[src/rtl/sia_pkg.sv]
// ----------------------------------------------------------------------------
// sia_pkg
// Shared types, constants and the sine series for the speed integrator and
// steering angle block.
// ----------------------------------------------------------------------------
package sia_pkg;

  localparam int FRAC_BITS_DEF  = 12;
  localparam int ASIN_DEPTH_DEF = 256;

  localparam int SPEED_W     = 16;
  localparam int GAIN_W      = 12;
  localparam int LIMIT_W     = 12;
  localparam int WBASE_W     = 15;
  localparam int DRIVE_W     = 13;
  localparam int ANGLE_W     = 16;
  localparam int ANGLE_MAG_W = 15;
  localparam int APB_DATA_W  = 32;
  localparam int REG_ADDR_W  = 4;

  localparam int QUARTER_TURN = 23040;
  localparam int DRIVE_MAX    = 4094;

  localparam longint unsigned PI_Q34    = 64'hC90FDAA22;
  localparam longint unsigned THETA_DIV = 64'd737280;

  localparam logic [1:0] REG_GAIN_MOVING  = 2'd0;
  localparam logic [1:0] REG_GAIN_STOPPED = 2'd1;
  localparam logic [1:0] REG_DRIVE_LIMIT  = 2'd2;
  localparam logic [1:0] REG_WHEELBASE    = 2'd3;

  localparam logic [GAIN_W-1:0]  GAIN_MOVING_RST  = 12'd1000;
  localparam logic [GAIN_W-1:0]  GAIN_STOPPED_RST = 12'd1500;
  localparam logic [LIMIT_W-1:0] DRIVE_LIMIT_RST  = 12'd1200;
  localparam logic [WBASE_W-1:0] WHEELBASE_RST    = 15'd4895;

  typedef struct packed {
    logic [GAIN_W-1:0]  gain_moving;
    logic [GAIN_W-1:0]  gain_stopped;
    logic [LIMIT_W-1:0] drive_limit;
    logic [WBASE_W-1:0] wheelbase;
  } cfg_t;

  typedef struct packed {
    logic load;
    logic mul;
    logic scale;
    logic check;
    logic step;
    logic look;
    logic finish;
  } dp_cmd_t;

  // sine of a/256 degrees in Q30, series through x^15
  function automatic longint sin_q30(longint unsigned a);
    longint unsigned x;
    longint unsigned x2;
    longint unsigned term;
    longint sum;
    x    = (a * PI_Q34) / THETA_DIV;
    x2   = (x * x) >> 30;
    term = x;
    sum  = longint'(x);
    term = ((term * x2) >> 30) / 6;
    sum  = sum - longint'(term);
    term = ((term * x2) >> 30) / 20;
    sum  = sum + longint'(term);
    term = ((term * x2) >> 30) / 42;
    sum  = sum - longint'(term);
    term = ((term * x2) >> 30) / 72;
    sum  = sum + longint'(term);
    term = ((term * x2) >> 30) / 110;
    sum  = sum - longint'(term);
    term = ((term * x2) >> 30) / 156;
    sum  = sum + longint'(term);
    term = ((term * x2) >> 30) / 210;
    sum  = sum - longint'(term);
    return sum;
  endfunction

endpackage

[src/rtl/sia_ifs.sv]
// ----------------------------------------------------------------------------
// sia_demand_if / sia_result_if
// Valid/ready channels carrying one demand item and one result item.
// ----------------------------------------------------------------------------
interface sia_demand_if;
  import sia_pkg::*;

  logic                      valid;
  logic                      ready;
  logic signed [SPEED_W-1:0] target_speed;
  logic signed [SPEED_W-1:0] target_yaw_rate;
  logic signed [SPEED_W-1:0] measured_speed;
  logic signed [SPEED_W-1:0] wheel_speed;

  modport source (
    output valid, target_speed, target_yaw_rate, measured_speed, wheel_speed,
    input  ready
  );
  modport sink (
    input  valid, target_speed, target_yaw_rate, measured_speed, wheel_speed,
    output ready
  );
endinterface

interface sia_result_if;
  import sia_pkg::*;

  logic                      valid;
  logic                      ready;
  logic signed [DRIVE_W-1:0] drive_command;
  logic signed [ANGLE_W-1:0] steering_angle;

  modport source (
    output valid, drive_command, steering_angle,
    input  ready
  );
  modport sink (
    input  valid, drive_command, steering_angle,
    output ready
  );
endinterface

[src/rtl/sia_regs.sv]
// ----------------------------------------------------------------------------
// sia_regs
// APB register file: gains, drive limit and wheelbase.
// ----------------------------------------------------------------------------
module sia_regs (
  input  logic                             clk,
  input  logic                             rst,
  input  logic                             psel,
  input  logic                             penable,
  input  logic                             pwrite,
  input  logic [sia_pkg::REG_ADDR_W-1:0]   paddr,
  input  logic [sia_pkg::APB_DATA_W-1:0]   pwdata,
  output logic [sia_pkg::APB_DATA_W-1:0]   prdata,
  output logic                             pready,
  output sia_pkg::cfg_t                    cfg
);
  import sia_pkg::*;

  logic [1:0] idx;
  logic       wr_en;

  assign idx    = paddr[3:2];
  assign wr_en  = psel && penable && pwrite;
  assign pready = 1'b1;

  always_ff @(posedge clk) begin
    if (rst) begin
      cfg.gain_moving  <= GAIN_MOVING_RST;
      cfg.gain_stopped <= GAIN_STOPPED_RST;
      cfg.drive_limit  <= DRIVE_LIMIT_RST;
      cfg.wheelbase    <= WHEELBASE_RST;
    end else if (wr_en) begin
      unique case (idx)
        REG_GAIN_MOVING:  cfg.gain_moving  <= pwdata[GAIN_W-1:0];
        REG_GAIN_STOPPED: cfg.gain_stopped <= pwdata[GAIN_W-1:0];
        REG_DRIVE_LIMIT:  cfg.drive_limit  <= pwdata[LIMIT_W-1:0];
        REG_WHEELBASE:    cfg.wheelbase    <= pwdata[WBASE_W-1:0];
        default: ;
      endcase
    end
  end

  always_comb begin
    unique case (idx)
      REG_GAIN_MOVING:  prdata = APB_DATA_W'(cfg.gain_moving);
      REG_GAIN_STOPPED: prdata = APB_DATA_W'(cfg.gain_stopped);
      REG_DRIVE_LIMIT:  prdata = APB_DATA_W'(cfg.drive_limit);
      REG_WHEELBASE:    prdata = APB_DATA_W'(cfg.wheelbase);
      default:          prdata = '0;
    endcase
  end

endmodule

[src/rtl/sia_ctrl.sv]
// ----------------------------------------------------------------------------
// sia_ctrl
// Sequencer: accept, multiply, scale, check, quotient steps, lookup, hand-off.
// ----------------------------------------------------------------------------
module sia_ctrl #(
  parameter int ASIN_TABLE_DEPTH = sia_pkg::ASIN_DEPTH_DEF
) (
  input  logic             clk,
  input  logic             rst,
  input  logic             in_valid,
  output logic             in_ready,
  output logic             out_valid,
  input  logic             out_ready,
  output sia_pkg::dp_cmd_t cmd
);
  import sia_pkg::*;

  localparam int DW    = $clog2(ASIN_TABLE_DEPTH + 1);
  localparam int CNT_W = $clog2(DW);

  localparam logic [2:0] S_IDLE  = 3'd0;
  localparam logic [2:0] S_MUL   = 3'd1;
  localparam logic [2:0] S_SCALE = 3'd2;
  localparam logic [2:0] S_CHECK = 3'd3;
  localparam logic [2:0] S_DIV   = 3'd4;
  localparam logic [2:0] S_LOOK  = 3'd5;
  localparam logic [2:0] S_FIN   = 3'd6;

  logic [2:0]       state;
  logic [2:0]       state_next;
  logic [CNT_W-1:0] cnt;
  logic             last_step;
  logic             hand_off;

  assign in_ready  = (state == S_IDLE);
  assign last_step = (cnt == CNT_W'(DW - 1));
  assign hand_off  = (state == S_FIN) && (!out_valid || out_ready);

  always_comb begin
    cmd        = '0;
    cmd.load   = (state == S_IDLE) && in_valid;
    cmd.mul    = (state == S_MUL);
    cmd.scale  = (state == S_SCALE);
    cmd.check  = (state == S_CHECK);
    cmd.step   = (state == S_DIV);
    cmd.look   = (state == S_LOOK);
    cmd.finish = hand_off;
  end

  always_comb begin
    state_next = state;
    unique case (state)
      S_IDLE:  if (in_valid) state_next = S_MUL;
      S_MUL:   state_next = S_SCALE;
      S_SCALE: state_next = S_CHECK;
      S_CHECK: state_next = S_DIV;
      S_DIV:   if (last_step) state_next = S_LOOK;
      S_LOOK:  state_next = S_FIN;
      S_FIN:   if (hand_off) state_next = S_IDLE;
      default: state_next = S_IDLE;
    endcase
  end

  always_ff @(posedge clk) begin
    if (rst) begin
      state     <= S_IDLE;
      cnt       <= '0;
      out_valid <= 1'b0;
    end else begin
      state <= state_next;
      if (state == S_DIV) begin
        cnt <= last_step ? '0 : cnt + 1'b1;
      end
      if (hand_off) begin
        out_valid <= 1'b1;
      end else if (out_ready) begin
        out_valid <= 1'b0;
      end
    end
  end

endmodule

[src/rtl/sia_dp.sv]
// ----------------------------------------------------------------------------
// sia_dp
// Datapath: speed integrator with clamp, serial quotient for the arcsine
// index, arcsine table and result registers.
// ----------------------------------------------------------------------------
module sia_dp #(
  parameter int FRAC_BITS        = sia_pkg::FRAC_BITS_DEF,
  parameter int ASIN_TABLE_DEPTH = sia_pkg::ASIN_DEPTH_DEF
) (
  input  logic                                clk,
  input  logic                                rst,
  input  sia_pkg::dp_cmd_t                    cmd,
  input  sia_pkg::cfg_t                       cfg,
  input  logic signed [sia_pkg::SPEED_W-1:0]  target_speed,
  input  logic signed [sia_pkg::SPEED_W-1:0]  target_yaw_rate,
  input  logic signed [sia_pkg::SPEED_W-1:0]  measured_speed,
  input  logic signed [sia_pkg::SPEED_W-1:0]  wheel_speed,
  output logic signed [sia_pkg::DRIVE_W-1:0]  drive_command,
  output logic signed [sia_pkg::ANGLE_W-1:0]  steering_angle
);
  import sia_pkg::*;

  localparam int IW  = FRAC_BITS + 14;
  localparam int PW  = GAIN_W + SPEED_W + 2;
  localparam int SW  = ((IW > PW) ? IW : PW) + 1;
  localparam int MW  = SPEED_W + WBASE_W;
  localparam int DW  = $clog2(ASIN_TABLE_DEPTH + 1);
  localparam int AW  = $clog2(ASIN_TABLE_DEPTH);
  localparam int NW  = 32 + DW;
  localparam int HW  = NW - DW;
  localparam int DDW = FRAC_BITS + 17;
  localparam int CW  = (HW > DDW) ? HW : DDW;

  function automatic logic [ANGLE_MAG_W-1:0] asin_entry(int unsigned k);
    longint          target;
    longint          above;
    longint          below;
    longint unsigned lo;
    longint unsigned hi;
    longint unsigned mid;
    lo     = 0;
    hi     = longint'(QUARTER_TURN);
    target = longint'((longint'(k) << 30) / ASIN_TABLE_DEPTH);
    for (int i = 0; i < 16; i++) begin
      if (lo < hi) begin
        mid = (lo + hi) >> 1;
        if (sin_q30(mid) >= target) hi = mid;
        else lo = mid + 1;
      end
    end
    if (lo > 0) begin
      above = sin_q30(lo) - target;
      below = target - sin_q30(lo - 1);
      if (below < above) lo = lo - 1;
    end
    return ANGLE_MAG_W'(lo);
  endfunction

  logic [ANGLE_MAG_W-1:0] asin_rom [ASIN_TABLE_DEPTH];

  for (genvar g = 0; g < ASIN_TABLE_DEPTH; g++) begin : g_rom
    assign asin_rom[g] = asin_entry(g);
  end

  logic signed [SPEED_W-1:0] vt;
  logic signed [SPEED_W-1:0] yaw;
  logic signed [SPEED_W-1:0] vm;
  logic signed [SPEED_W-1:0] vw;
  logic signed [PW-1:0]      gprod;
  logic [MW-1:0]             prod;
  logic [SPEED_W-1:0]        aw;
  logic                      neg;
  logic                      zero;
  logic signed [IW-1:0]      integ;
  logic [NW-1:0]             numer;
  logic [DDW-1:0]            denom;
  logic [DDW-1:0]            rem;
  logic [DW-1:0]             qn;
  logic                      sat;
  logic signed [DRIVE_W-1:0] drive;
  logic signed [ANGLE_W-1:0] angle;

  // multiply stage
  logic signed [SPEED_W:0] err;
  logic [GAIN_W-1:0]       gain;
  logic [SPEED_W-1:0]      ay;
  logic [SPEED_W-1:0]      aw_in;

  assign err   = (SPEED_W + 1)'(vt) - (SPEED_W + 1)'(vm);
  assign gain  = (vt != '0) ? cfg.gain_moving : cfg.gain_stopped;
  assign ay    = yaw[SPEED_W-1] ? $unsigned(-yaw) : $unsigned(yaw);
  assign aw_in = vw[SPEED_W-1] ? $unsigned(-vw) : $unsigned(vw);

  // integrator and clamp
  logic [LIMIT_W-1:0]   lim;
  logic signed [SW-1:0] bound;
  logic signed [SW-1:0] held;
  logic signed [SW-1:0] sum;
  logic signed [SW-1:0] integ_next;

  assign lim   = (cfg.drive_limit == '0) ? LIMIT_W'(1) : cfg.drive_limit;
  assign bound = $signed(SW'({lim, {FRAC_BITS{1'b0}}}));
  assign held  = $signed(SW'({LIMIT_W'(lim - 1'b1), {FRAC_BITS{1'b0}}}));
  assign sum   = SW'(integ) + SW'(gprod);

  always_comb begin
    if (sum >= bound) begin
      integ_next = held;
    end else if (sum <= -bound) begin
      integ_next = -held;
    end else begin
      integ_next = sum;
    end
  end

  logic [IW-1:0]      integ_abs;
  logic [DRIVE_W-1:0] drive_mag;

  assign integ_abs = integ[IW-1] ? $unsigned(-integ) : $unsigned(integ);
  assign drive_mag = DRIVE_W'(integ_abs >> FRAC_BITS);

  // quotient
  logic [HW-1:0]  numer_hi;
  logic [DDW:0]   shifted;
  logic [DDW:0]   diff;
  logic           fits;

  assign numer_hi = numer[NW-1:DW];
  assign shifted  = {rem, qn[DW-1]};
  assign fits     = shifted >= {1'b0, denom};
  assign diff     = shifted - {1'b0, denom};

  // lookup
  logic                   top;
  logic [ANGLE_MAG_W-1:0] mag;

  assign top = sat || (qn >= DW'(ASIN_TABLE_DEPTH));
  assign mag = top ? ANGLE_MAG_W'(QUARTER_TURN) : asin_rom[qn[AW-1:0]];

  always_ff @(posedge clk) begin
    if (rst) begin
      integ <= '0;
    end else if (cmd.scale) begin
      integ <= IW'(integ_next);
    end
  end

  always_ff @(posedge clk) begin
    if (cmd.load) begin
      vt  <= target_speed;
      yaw <= target_yaw_rate;
      vm  <= measured_speed;
      vw  <= wheel_speed;
    end
    if (cmd.mul) begin
      gprod <= $signed({1'b0, gain}) * err;
      prod  <= MW'(ay) * MW'(cfg.wheelbase);
      aw    <= aw_in;
      neg   <= yaw[SPEED_W-1] ^ vw[SPEED_W-1];
      zero  <= (vw == '0);
    end
    if (cmd.scale) begin
      numer <= ((NW'(prod) * NW'(ASIN_TABLE_DEPTH)) << 1) + (NW'(aw) << FRAC_BITS);
      denom <= DDW'(aw) << (FRAC_BITS + 1);
    end
    if (cmd.check) begin
      sat   <= CW'(numer_hi) >= CW'(denom);
      rem   <= DDW'(numer_hi);
      qn    <= numer[DW-1:0];
      drive <= integ[IW-1] ? -$signed(drive_mag) : $signed(drive_mag);
    end
    if (cmd.step) begin
      rem <= fits ? DDW'(diff) : DDW'(shifted);
      qn  <= {qn[DW-2:0], fits};
    end
    if (cmd.look) begin
      if (zero) begin
        angle <= '0;
      end else if (neg) begin
        angle <= -$signed(ANGLE_W'(mag));
      end else begin
        angle <= $signed(ANGLE_W'(mag));
      end
    end
    if (cmd.finish) begin
      drive_command  <= drive;
      steering_angle <= angle;
    end
  end

endmodule

[src/rtl/speed_integral_and_steer_angle.sv]
// ----------------------------------------------------------------------------
// speed_integral_and_steer_angle
// Integral drive command from the speed error and bicycle-model steering
// angle, one result item per demand item.
// ----------------------------------------------------------------------------
// The bit-serial quotient unit that forms the arcsine table index produces one
// bit per cycle. One item is worked on at a time; the result sits in an output
// register, so the next item is taken while it waits. The drive command is the
// integrator truncated toward zero after the clamp to plus or minus
// (drive_limit - 1); a drive_limit of 0 acts as 1. The steering angle is 0 for
// zero wheel speed. Registers are written over APB at byte addresses 0, 4, 8
// and 12 (gain_moving, gain_stopped, drive_limit, wheelbase); the user must
// write them only while the block is idle, which the block does not enforce.
// Reset clears the integrator.
module speed_integral_and_steer_angle #(
  parameter int FRAC_BITS        = sia_pkg::FRAC_BITS_DEF,
  parameter int ASIN_TABLE_DEPTH = sia_pkg::ASIN_DEPTH_DEF
) (
  input  logic                           clk,
  input  logic                           rst,
  input  logic                           psel,
  input  logic                           penable,
  input  logic                           pwrite,
  input  logic [sia_pkg::REG_ADDR_W-1:0] paddr,
  input  logic [sia_pkg::APB_DATA_W-1:0] pwdata,
  output logic [sia_pkg::APB_DATA_W-1:0] prdata,
  output logic                           pready,
  sia_demand_if.sink                     demand,
  sia_result_if.source                   result
);
  import sia_pkg::*;

  cfg_t    cfg;
  dp_cmd_t cmd;
  logic    in_ready;
  logic    out_valid;

  sia_regs u_regs (
    .clk     (clk),
    .rst     (rst),
    .psel    (psel),
    .penable (penable),
    .pwrite  (pwrite),
    .paddr   (paddr),
    .pwdata  (pwdata),
    .prdata  (prdata),
    .pready  (pready),
    .cfg     (cfg)
  );

  sia_ctrl #(
    .ASIN_TABLE_DEPTH (ASIN_TABLE_DEPTH)
  ) u_ctrl (
    .clk       (clk),
    .rst       (rst),
    .in_valid  (demand.valid),
    .in_ready  (in_ready),
    .out_valid (out_valid),
    .out_ready (result.ready),
    .cmd       (cmd)
  );

  sia_dp #(
    .FRAC_BITS        (FRAC_BITS),
    .ASIN_TABLE_DEPTH (ASIN_TABLE_DEPTH)
  ) u_dp (
    .clk             (clk),
    .rst             (rst),
    .cmd             (cmd),
    .cfg             (cfg),
    .target_speed    (demand.target_speed),
    .target_yaw_rate (demand.target_yaw_rate),
    .measured_speed  (demand.measured_speed),
    .wheel_speed     (demand.wheel_speed),
    .drive_command   (result.drive_command),
    .steering_angle  (result.steering_angle)
  );

  assign demand.ready = in_ready;
  assign result.valid = out_valid;

endmodule

[src/flat_wrapper.sv]
// flat-port wrapper written by rule: the top's interface ports become plain ports
module speed_integral_and_steer_angle_flat import sia_pkg::*;
#(
  parameter int FRAC_BITS        = sia_pkg::FRAC_BITS_DEF,
  parameter int ASIN_TABLE_DEPTH = sia_pkg::ASIN_DEPTH_DEF
)
  (clk, rst, psel, penable, pwrite, paddr, pwdata, prdata, pready, demand_valid, demand_target_speed, demand_target_yaw_rate, demand_measured_speed, demand_wheel_speed, demand_ready, result_valid, result_drive_command, result_steering_angle, result_ready);
  sia_demand_if demand_i ();
  sia_result_if result_i ();
  input  logic clk;
  input  logic rst;
  input  logic psel;
  input  logic penable;
  input  logic pwrite;
  input  logic [sia_pkg::REG_ADDR_W-1:0] paddr;
  input  logic [sia_pkg::APB_DATA_W-1:0] pwdata;
  output logic [sia_pkg::APB_DATA_W-1:0] prdata;
  output logic pready;
  input wire logic [$bits(demand_i.valid)-1:0] demand_valid;
  input wire logic [$bits(demand_i.target_speed)-1:0] demand_target_speed;
  input wire logic [$bits(demand_i.target_yaw_rate)-1:0] demand_target_yaw_rate;
  input wire logic [$bits(demand_i.measured_speed)-1:0] demand_measured_speed;
  input wire logic [$bits(demand_i.wheel_speed)-1:0] demand_wheel_speed;
  output wire logic [$bits(demand_i.ready)-1:0] demand_ready;
  output wire logic [$bits(result_i.valid)-1:0] result_valid;
  output wire logic [$bits(result_i.drive_command)-1:0] result_drive_command;
  output wire logic [$bits(result_i.steering_angle)-1:0] result_steering_angle;
  input wire logic [$bits(result_i.ready)-1:0] result_ready;
  assign demand_i.valid = demand_valid;
  assign demand_i.target_speed = demand_target_speed;
  assign demand_i.target_yaw_rate = demand_target_yaw_rate;
  assign demand_i.measured_speed = demand_measured_speed;
  assign demand_i.wheel_speed = demand_wheel_speed;
  assign demand_ready = demand_i.ready;
  assign result_valid = result_i.valid;
  assign result_drive_command = result_i.drive_command;
  assign result_steering_angle = result_i.steering_angle;
  assign result_i.ready = result_ready;
  speed_integral_and_steer_angle #(.FRAC_BITS(FRAC_BITS), .ASIN_TABLE_DEPTH(ASIN_TABLE_DEPTH)) u_core (.clk(clk), .rst(rst), .psel(psel), .penable(penable), .pwrite(pwrite), .paddr(paddr), .pwdata(pwdata), .prdata(prdata), .pready(pready), .demand(demand_i), .result(result_i));
endmodule
[config.mk]
export PLATFORM = sky130hd
export DESIGN_NAME = speed_integral_and_steer_angle_flat
export DESIGN_NICKNAME = d
export VERILOG_FILES = /design/src/rtl/sia_pkg.sv /design/src/rtl/sia_ifs.sv /design/src/rtl/sia_regs.sv /design/src/rtl/sia_ctrl.sv /design/src/rtl/sia_dp.sv /design/src/rtl/speed_integral_and_steer_angle.sv /design/src/flat_wrapper.sv
export SDC_FILE = /design/constraint.sdc
export NUM_CORES = 2
export LEC_CHECK = 0
export BUFFER_PORTS_ARGS = -buffer_cell sky130_fd_sc_hd__buf_2
export CAP_MARGIN = 20
export CORE_MARGIN = 3
export CORE_UTILIZATION = 56
export DETAILED_ROUTE_END_ITERATION = 16
export GPL_TIMING_DRIVEN = 0
export PLACE_DENSITY = 0.76
export SLEW_MARGIN = 20
export SYNTH_ARGS = -nofsm -noshare
export SYNTH_HDL_FRONTEND = slang
export SYNTH_SLANG_ARGS = --single-unit
[constraint.sdc]
create_clock -name clk -period 7.4 [get_ports clk]
set_input_delay 1.48 -clock clk [delete_from_list [all_inputs] [get_ports clk]]
set_output_delay 1.48 -clock clk [all_outputs]
set_load 0.05 [all_outputs]
Yosys cells after proc, flatten, opt, wreduce, memory -nomap -nowiden
Memory sizes are Yosys's and may differ from the RTL's.
Cells that the tools add are included.

cells by class
  $add $sub $neg = 13
  multipliers = 2
  div/mod/pow operators = 0
  $lt $le $gt $ge = 6
  equal/unequal tests = 13
  shift operators = 0
  muxes and demuxes = 25
  bitwise operators = 3
  reduce and logical (&&, ||, !) cells = 20

operators with widths
  kind                                        number
  one-hot mux 32 bit (4 select lines)         1
  two-way mux 29 bit                          3
  two-way mux 15 bit                          5
  two-way mux 26 bit                          2
  adder 40 x 28 -> 41 bit                     1
  >= comparator 32 x 29 -> 1 bit              1
  negation 16 bit                             2
  adder 26 x 30 -> 31 bit                     1
  >= comparator 31 x 25 -> 1 bit              1
  <= comparator 31 bit                        1
  multiplier 16 x 15 -> 31 bit                1
  negation 24 -> 31 bit                       1
  >= comparator 30 x 29 -> 1 bit              1
  multiplier 13 x 17 -> 30 bit                1
  subtractor 29 bit                           1
  negation 24 -> 26 bit                       1
  two-way mux 25 bit                          1
  negation 25 bit                             1
  two-way mux 12 bit                          2
  one-hot mux 3 bit (7 select lines)          1
  >= comparator 9 bit, second input constant  2
  two-way mux 9 bit                           2
  subtractor 16 x 16 -> 17 bit                1
  zero test 16 bit                            1
  30 further kinds                            47

word-level totals
  register bits = 382
  latch bits = 0
  memory bits (writable) = 0
  bits in read-only memories = 3840
  input port bits = 107
  output and inout bits = 64
  memories kept = 1

memories
  name             words  width  read ports  clocked after memory_dff  write ports  RTL line       source
  (no name shown)  256    15     1           0                         0            sia_dp.sv:138  assign mag = top ? ANGLE_MAG_W'(QUARTER_TURN) : asin_rom[qn[AW-1:0]];

Depth between registers and ports, before layout
  depth in word-level cells = 7
  mapped depth = 34
  gate-level depth less buffers = 34

By module
Synthesis repeated with hierarchy kept, for this count alone.

unflattened totals
  cell total of the unflattened synthesis = 4267
  area total of the unflattened synthesis = 40080.9 µm²

modules (own cells, without submodules)
  module    instances  cells an instance  area an instance (µm²)
  sia_dp    1          3965               37119.4
  sia_regs  1          247                2526.2
  sia_ctrl  1          55                 435.4

Worst setup path after synthesis
No wires, ideal clock.

  path kind = flip-flop to flip-flop
  from = reg u_core.u_dp.yaw[0]
  to = reg u_core.u_dp.prod[30] (data pin)
  library setup time = 260 ps
  data arrival time = 7421 ps
  data required time = 7140 ps
  slack = -281 ps
  cell stages (with the launch flop) = 32
  buffers on the path = 1
  clock period less this slack = 7681 ps
  path through = edfxtp_1 -> clkbuf_1 -> inv_1 -> ha_1 -> inv_1 -> or4_1 -> nand2b_1 -> o21ai_0 -> xnor2_1 -> and2_1 -> fa_1 -> inv_1 -> fa_1 -> inv_1 -> fa_1 -> fa_1 -> fa_1 -> inv_1 -> fa_1 -> inv_1 -> ha_1 -> a21o_1 -> a21o_1 -> a21o_1 -> a21o_1 -> a21o_1 -> a31oi_1 -> o21ai_0 -> a211oi_1 -> o21bai_1 -> a21oi_1 -> xnor2_1

on the way
  longest elaborated chain between the ends = 3

RTL lines
  element                           RTL line       source
  from (decl)                       sia_dp.sv:66   logic signed [SPEED_W-1:0] yaw;
  from (signal assigned)            sia_dp.sv:151  yaw <= target_yaw_rate;
  negation 16 bit                   sia_dp.sv:91   assign ay = yaw[SPEED_W-1] ? $unsigned(-yaw) : $unsigned(yaw);
  two-way mux 16 bit (*)            sia_dp.sv:91
  multiplier 16 x 15 -> 31 bit (*)  sia_dp.sv:157  prod <= MW'(ay) * MW'(cfg.wheelbase);
  to (signal assigned)              sia_dp.sv:157
  to (decl)                         sia_dp.sv:70   logic [MW-1:0] prod;

Mark *: on every way between the ends. The rest lies on a longest branch, timed or not.
A chain may end at the register's enable or synchronous reset.

Worst setup path after layout
  from = reg u_core.u_dp.yaw[0]
  to = reg u_core.u_dp.prod[29] (data pin)

The elaborated chain is that of the path after synthesis.

==> metrics.cfg <==
[run_status]
status=complete, but fails checks
violations=negative setup slack

[placed_design]
placed_cells=5558
pre_cts_ws_ns=-1.32
port_buffers=132
hpwl_um=96900
postPlaceCellArea_um2=42900
gp_congestion=1.04

[die]
initial_core_util_pct=56.7
pin_count=171
die_y_um=275
die-area_um2=75800
num_rows=98
coreArea_um2=71600
die_w_um=275

[synthesis]
yosys_warnings=0
synthTopCellsByArea=edfxtp_1 (21%), fa_1 (18%), ha_1 (9.9%)
synth-seq-area-share_pct=25.5
avgSynthCellArea_um2=9.13
ys_dominant_reg_cell=edfxtp_1
synthCells=4447
synthMostInstantiatedCell=inv_1
synth_adder_area_share_pct=27.9
muxShareOfSynthArea_pct=4.02
synth_xor_area_share_pct=4.42
synthTopCellsByCount=inv_1 (587), nand2_1 (484), fa_1 (365)
ys_types=91
synth_top_area_share_pct=21.3
synth_top_family_by_area=adder cells
yosys.area_share.simple_pct=16.9
synth_area_um2=40600
yosys_register_bits=373
synth-edff-count=288
synth_area_leader_cell=edfxtp_1
synth_compound_area_share_pct=13.0
synthArstFlopShare_pct=0

[worst_setup_path]
cp-start-kind=flop
crit_path_top_delay_cell=or4_4
crit_top_cell=fa_1
path_class=flop to flop
path_max_fanout=6
endpoint_kind=flop
reg2reg_from=u_core.u_dp.yaw[0]
critPathRequiredTime_ns=7.71
reg2reg_slack_ns=-0.36
rr_worst_depth=31
cp_slowest_stage_delay_ns=0.56
crit_arrival_ns=8.07
reg2reg_to=u_core.u_dp.prod[29]

[route]
drt_wl_total_um=129000
via_per_inst=6.14
wl_met1_um=50100
top_layer_used=met5
wl_met3_um=12900
vias=35200
dr.pass1.iters=8
drc=0
wl_per_cell_um=22.5
antenna_left=0
drtIter0Drc=3795
routed-wl-met2_um=59600

[cts]
clock_latency_ns=0.60
h-tree-depth=2
clkTransAtPathRegs_ns=0.08
cts_sinks=373
hold_buffers=0
cts_buffers=44
clockRootBuffer=clkbuf_16
cts_tree=built
clock_path_buffers=3

[hold_path]
worstHoldPathCells=0
hold_path_startpoint=u_core.u_dp.angle[3]
hold_path.class=flop to flop
min_to=u_core.u_dp.steering_angle[3]

[timing]
tightest_slew_ns=1.12
setup_ws_ns=-0.361
rsz0062_at_grt=true
timing.fmax_ghz=0.129
slew-limit-headroom_pct=24.4
layout_worst_path_cycle_share_pct=105
setup_viol=18
drv_slew=0
fin_crit_ns=7.76
hold_viol=0
whs_ns=0.408
skew_ns=0.0440

[global_routing]
grt_use_total_pct=33.7
grt_max_degree=55
antenna_found_initial=3
grt_pass1_vias=34900
grt_pass1_wl_um=198000
overflow=0

[finish]
syn_to_final_growth_pct=14.1
final_cells=5734
design_area_um2=46300
final_nets=5541
drive_gt1_share_pct=14.5

[job]
max_cap_viol_count=0

==> routing by layer <==
| layer | global-route usage (%) | vias to the layer above |
|---|---|---|
| met5 | 0 | - |
| met4 | 14.3 | 2 |
| met3 | 7.09 | 446 |
| met2 | 55.0 | 2046 |
| met1 | 43.7 | 17000 |
| li1 | - | 15700 |
==> flip-flops by register name, indices dropped and copies added, names as in the netlist, 26 cells and up <==
signal	count
u_core.u_dp.gprod	30
u_core.u_dp.integ	26
u_core.u_dp.numer	32
u_core.u_dp.prod	31
u_core.u_dp.rem	29
u_core.u_regs.cfg	51
==> worst max-delay path by stage <==
stage / to / from
finish: u_core.u_dp.prod[29] / u_core.u_dp.yaw[0]
global placement: u_core.u_dp.prod[30] / u_core.u_ctrl.state[2]
CTS: u_core.u_dp.prod[29] / u_core.u_dp.yaw[2]
global route: u_core.u_dp.prod[29] / u_core.u_dp.yaw[4]
floorplan: u_core.u_dp.prod[29] / u_core.u_dp.yaw[0]
detailed placement: u_core.u_dp.gprod[25] / u_core.u_dp.vm[0]
==> critical path, delay by kind of cell, from the launching register on <==
family	cells	cell delay (ns)
AOI/OAI and AO/OA	9	1.74
DFF	1	0.44
xor gates and xnor gates	2	0.34
buffers and inverters	8	0.65
and+or+nand+nor	4	1.02
adders and majority gates	8	3.30
==> per-stage QoR <==
stage	utilization, %	setup TNS [ns]
4_1_cts	63.9	-0.702
6_report	64.7	-3.42
3_5_place_dp	59.9	-20.41
3_3_place_gp	59.6	-167.49
5_1_grt	64.7	-8.50
2_1_floorplan	-	0
==> layout make-up <==
type | count | area [um2]
diodes | 2 | 5.00
multi-input cells | 3246 | 28300
flip-flops and latches | 373 | 10300
clock inverters | 30 | 315
repair buffers | 242 | 1600
plain buffers | 248 | 1200
well taps | 950 | 1190
clock buffers | 51 | 1150
fillers | 5698 | 25300
inverters | 592 | 2230
==> what timing repair did <==
item                                    in CTS  in global routing
pin swaps                                  114                 87
gates resized for setup                    181                 90
endpoints found under the setup margin      33                 23
setup buffers                               70                 34
==> cell usage in the layout (no fill, tap or decap), types with 32 or more instances in the layout <==
cell type | netlist | final
a211oi_1 | 36 | 32
nand3_1 | 74 | 73
a21o_1 | 58 | 57
o211ai_1 | 33 | 33
xor2_1 | 58 | 48
mux4_2 | 33 | 33
nor2b_1 | 49 | 47
ha_1 | 322 | 296
buf_2 | 36 | 171
nand2_1 | 484 | 475
nor4_1 | 45 | 41
buf_4 | 26 | 120
fa_1 | 365 | 359
o21ai_0 | 161 | 144
nand4_1 | 37 | 37
nand2b_1 | 61 | 58
dfxtp_1 | 85 | 85
nor2_1 | 316 | 302
inv_1 | 587 | 570
a21oi_1 | 192 | 177
clkbuf_1 | 171 | 148
nor3_1 | 63 | 59
xnor2_1 | 147 | 129
clkbuf_16 | 0 | 45
edfxtp_1 | 288 | 288
a31oi_1 | 44 | 43
and2_1 | 165 | 155
mux2i_1 | 63 | 56
==> cells by family after synthesis <==
kind of cell               count (synthesis)
AOI/OAI and AO/OA                        794
xor gates and xnor gates                 205
adders and majority gates                687
buffers and inverters                    844
DFF                                      373
muxes                                    119
other                                      2
and+or+nand+nor                         1423
Power is not shown: default switching activity piles up to over one toggle a cycle in this logic, so the estimate is an artifact.
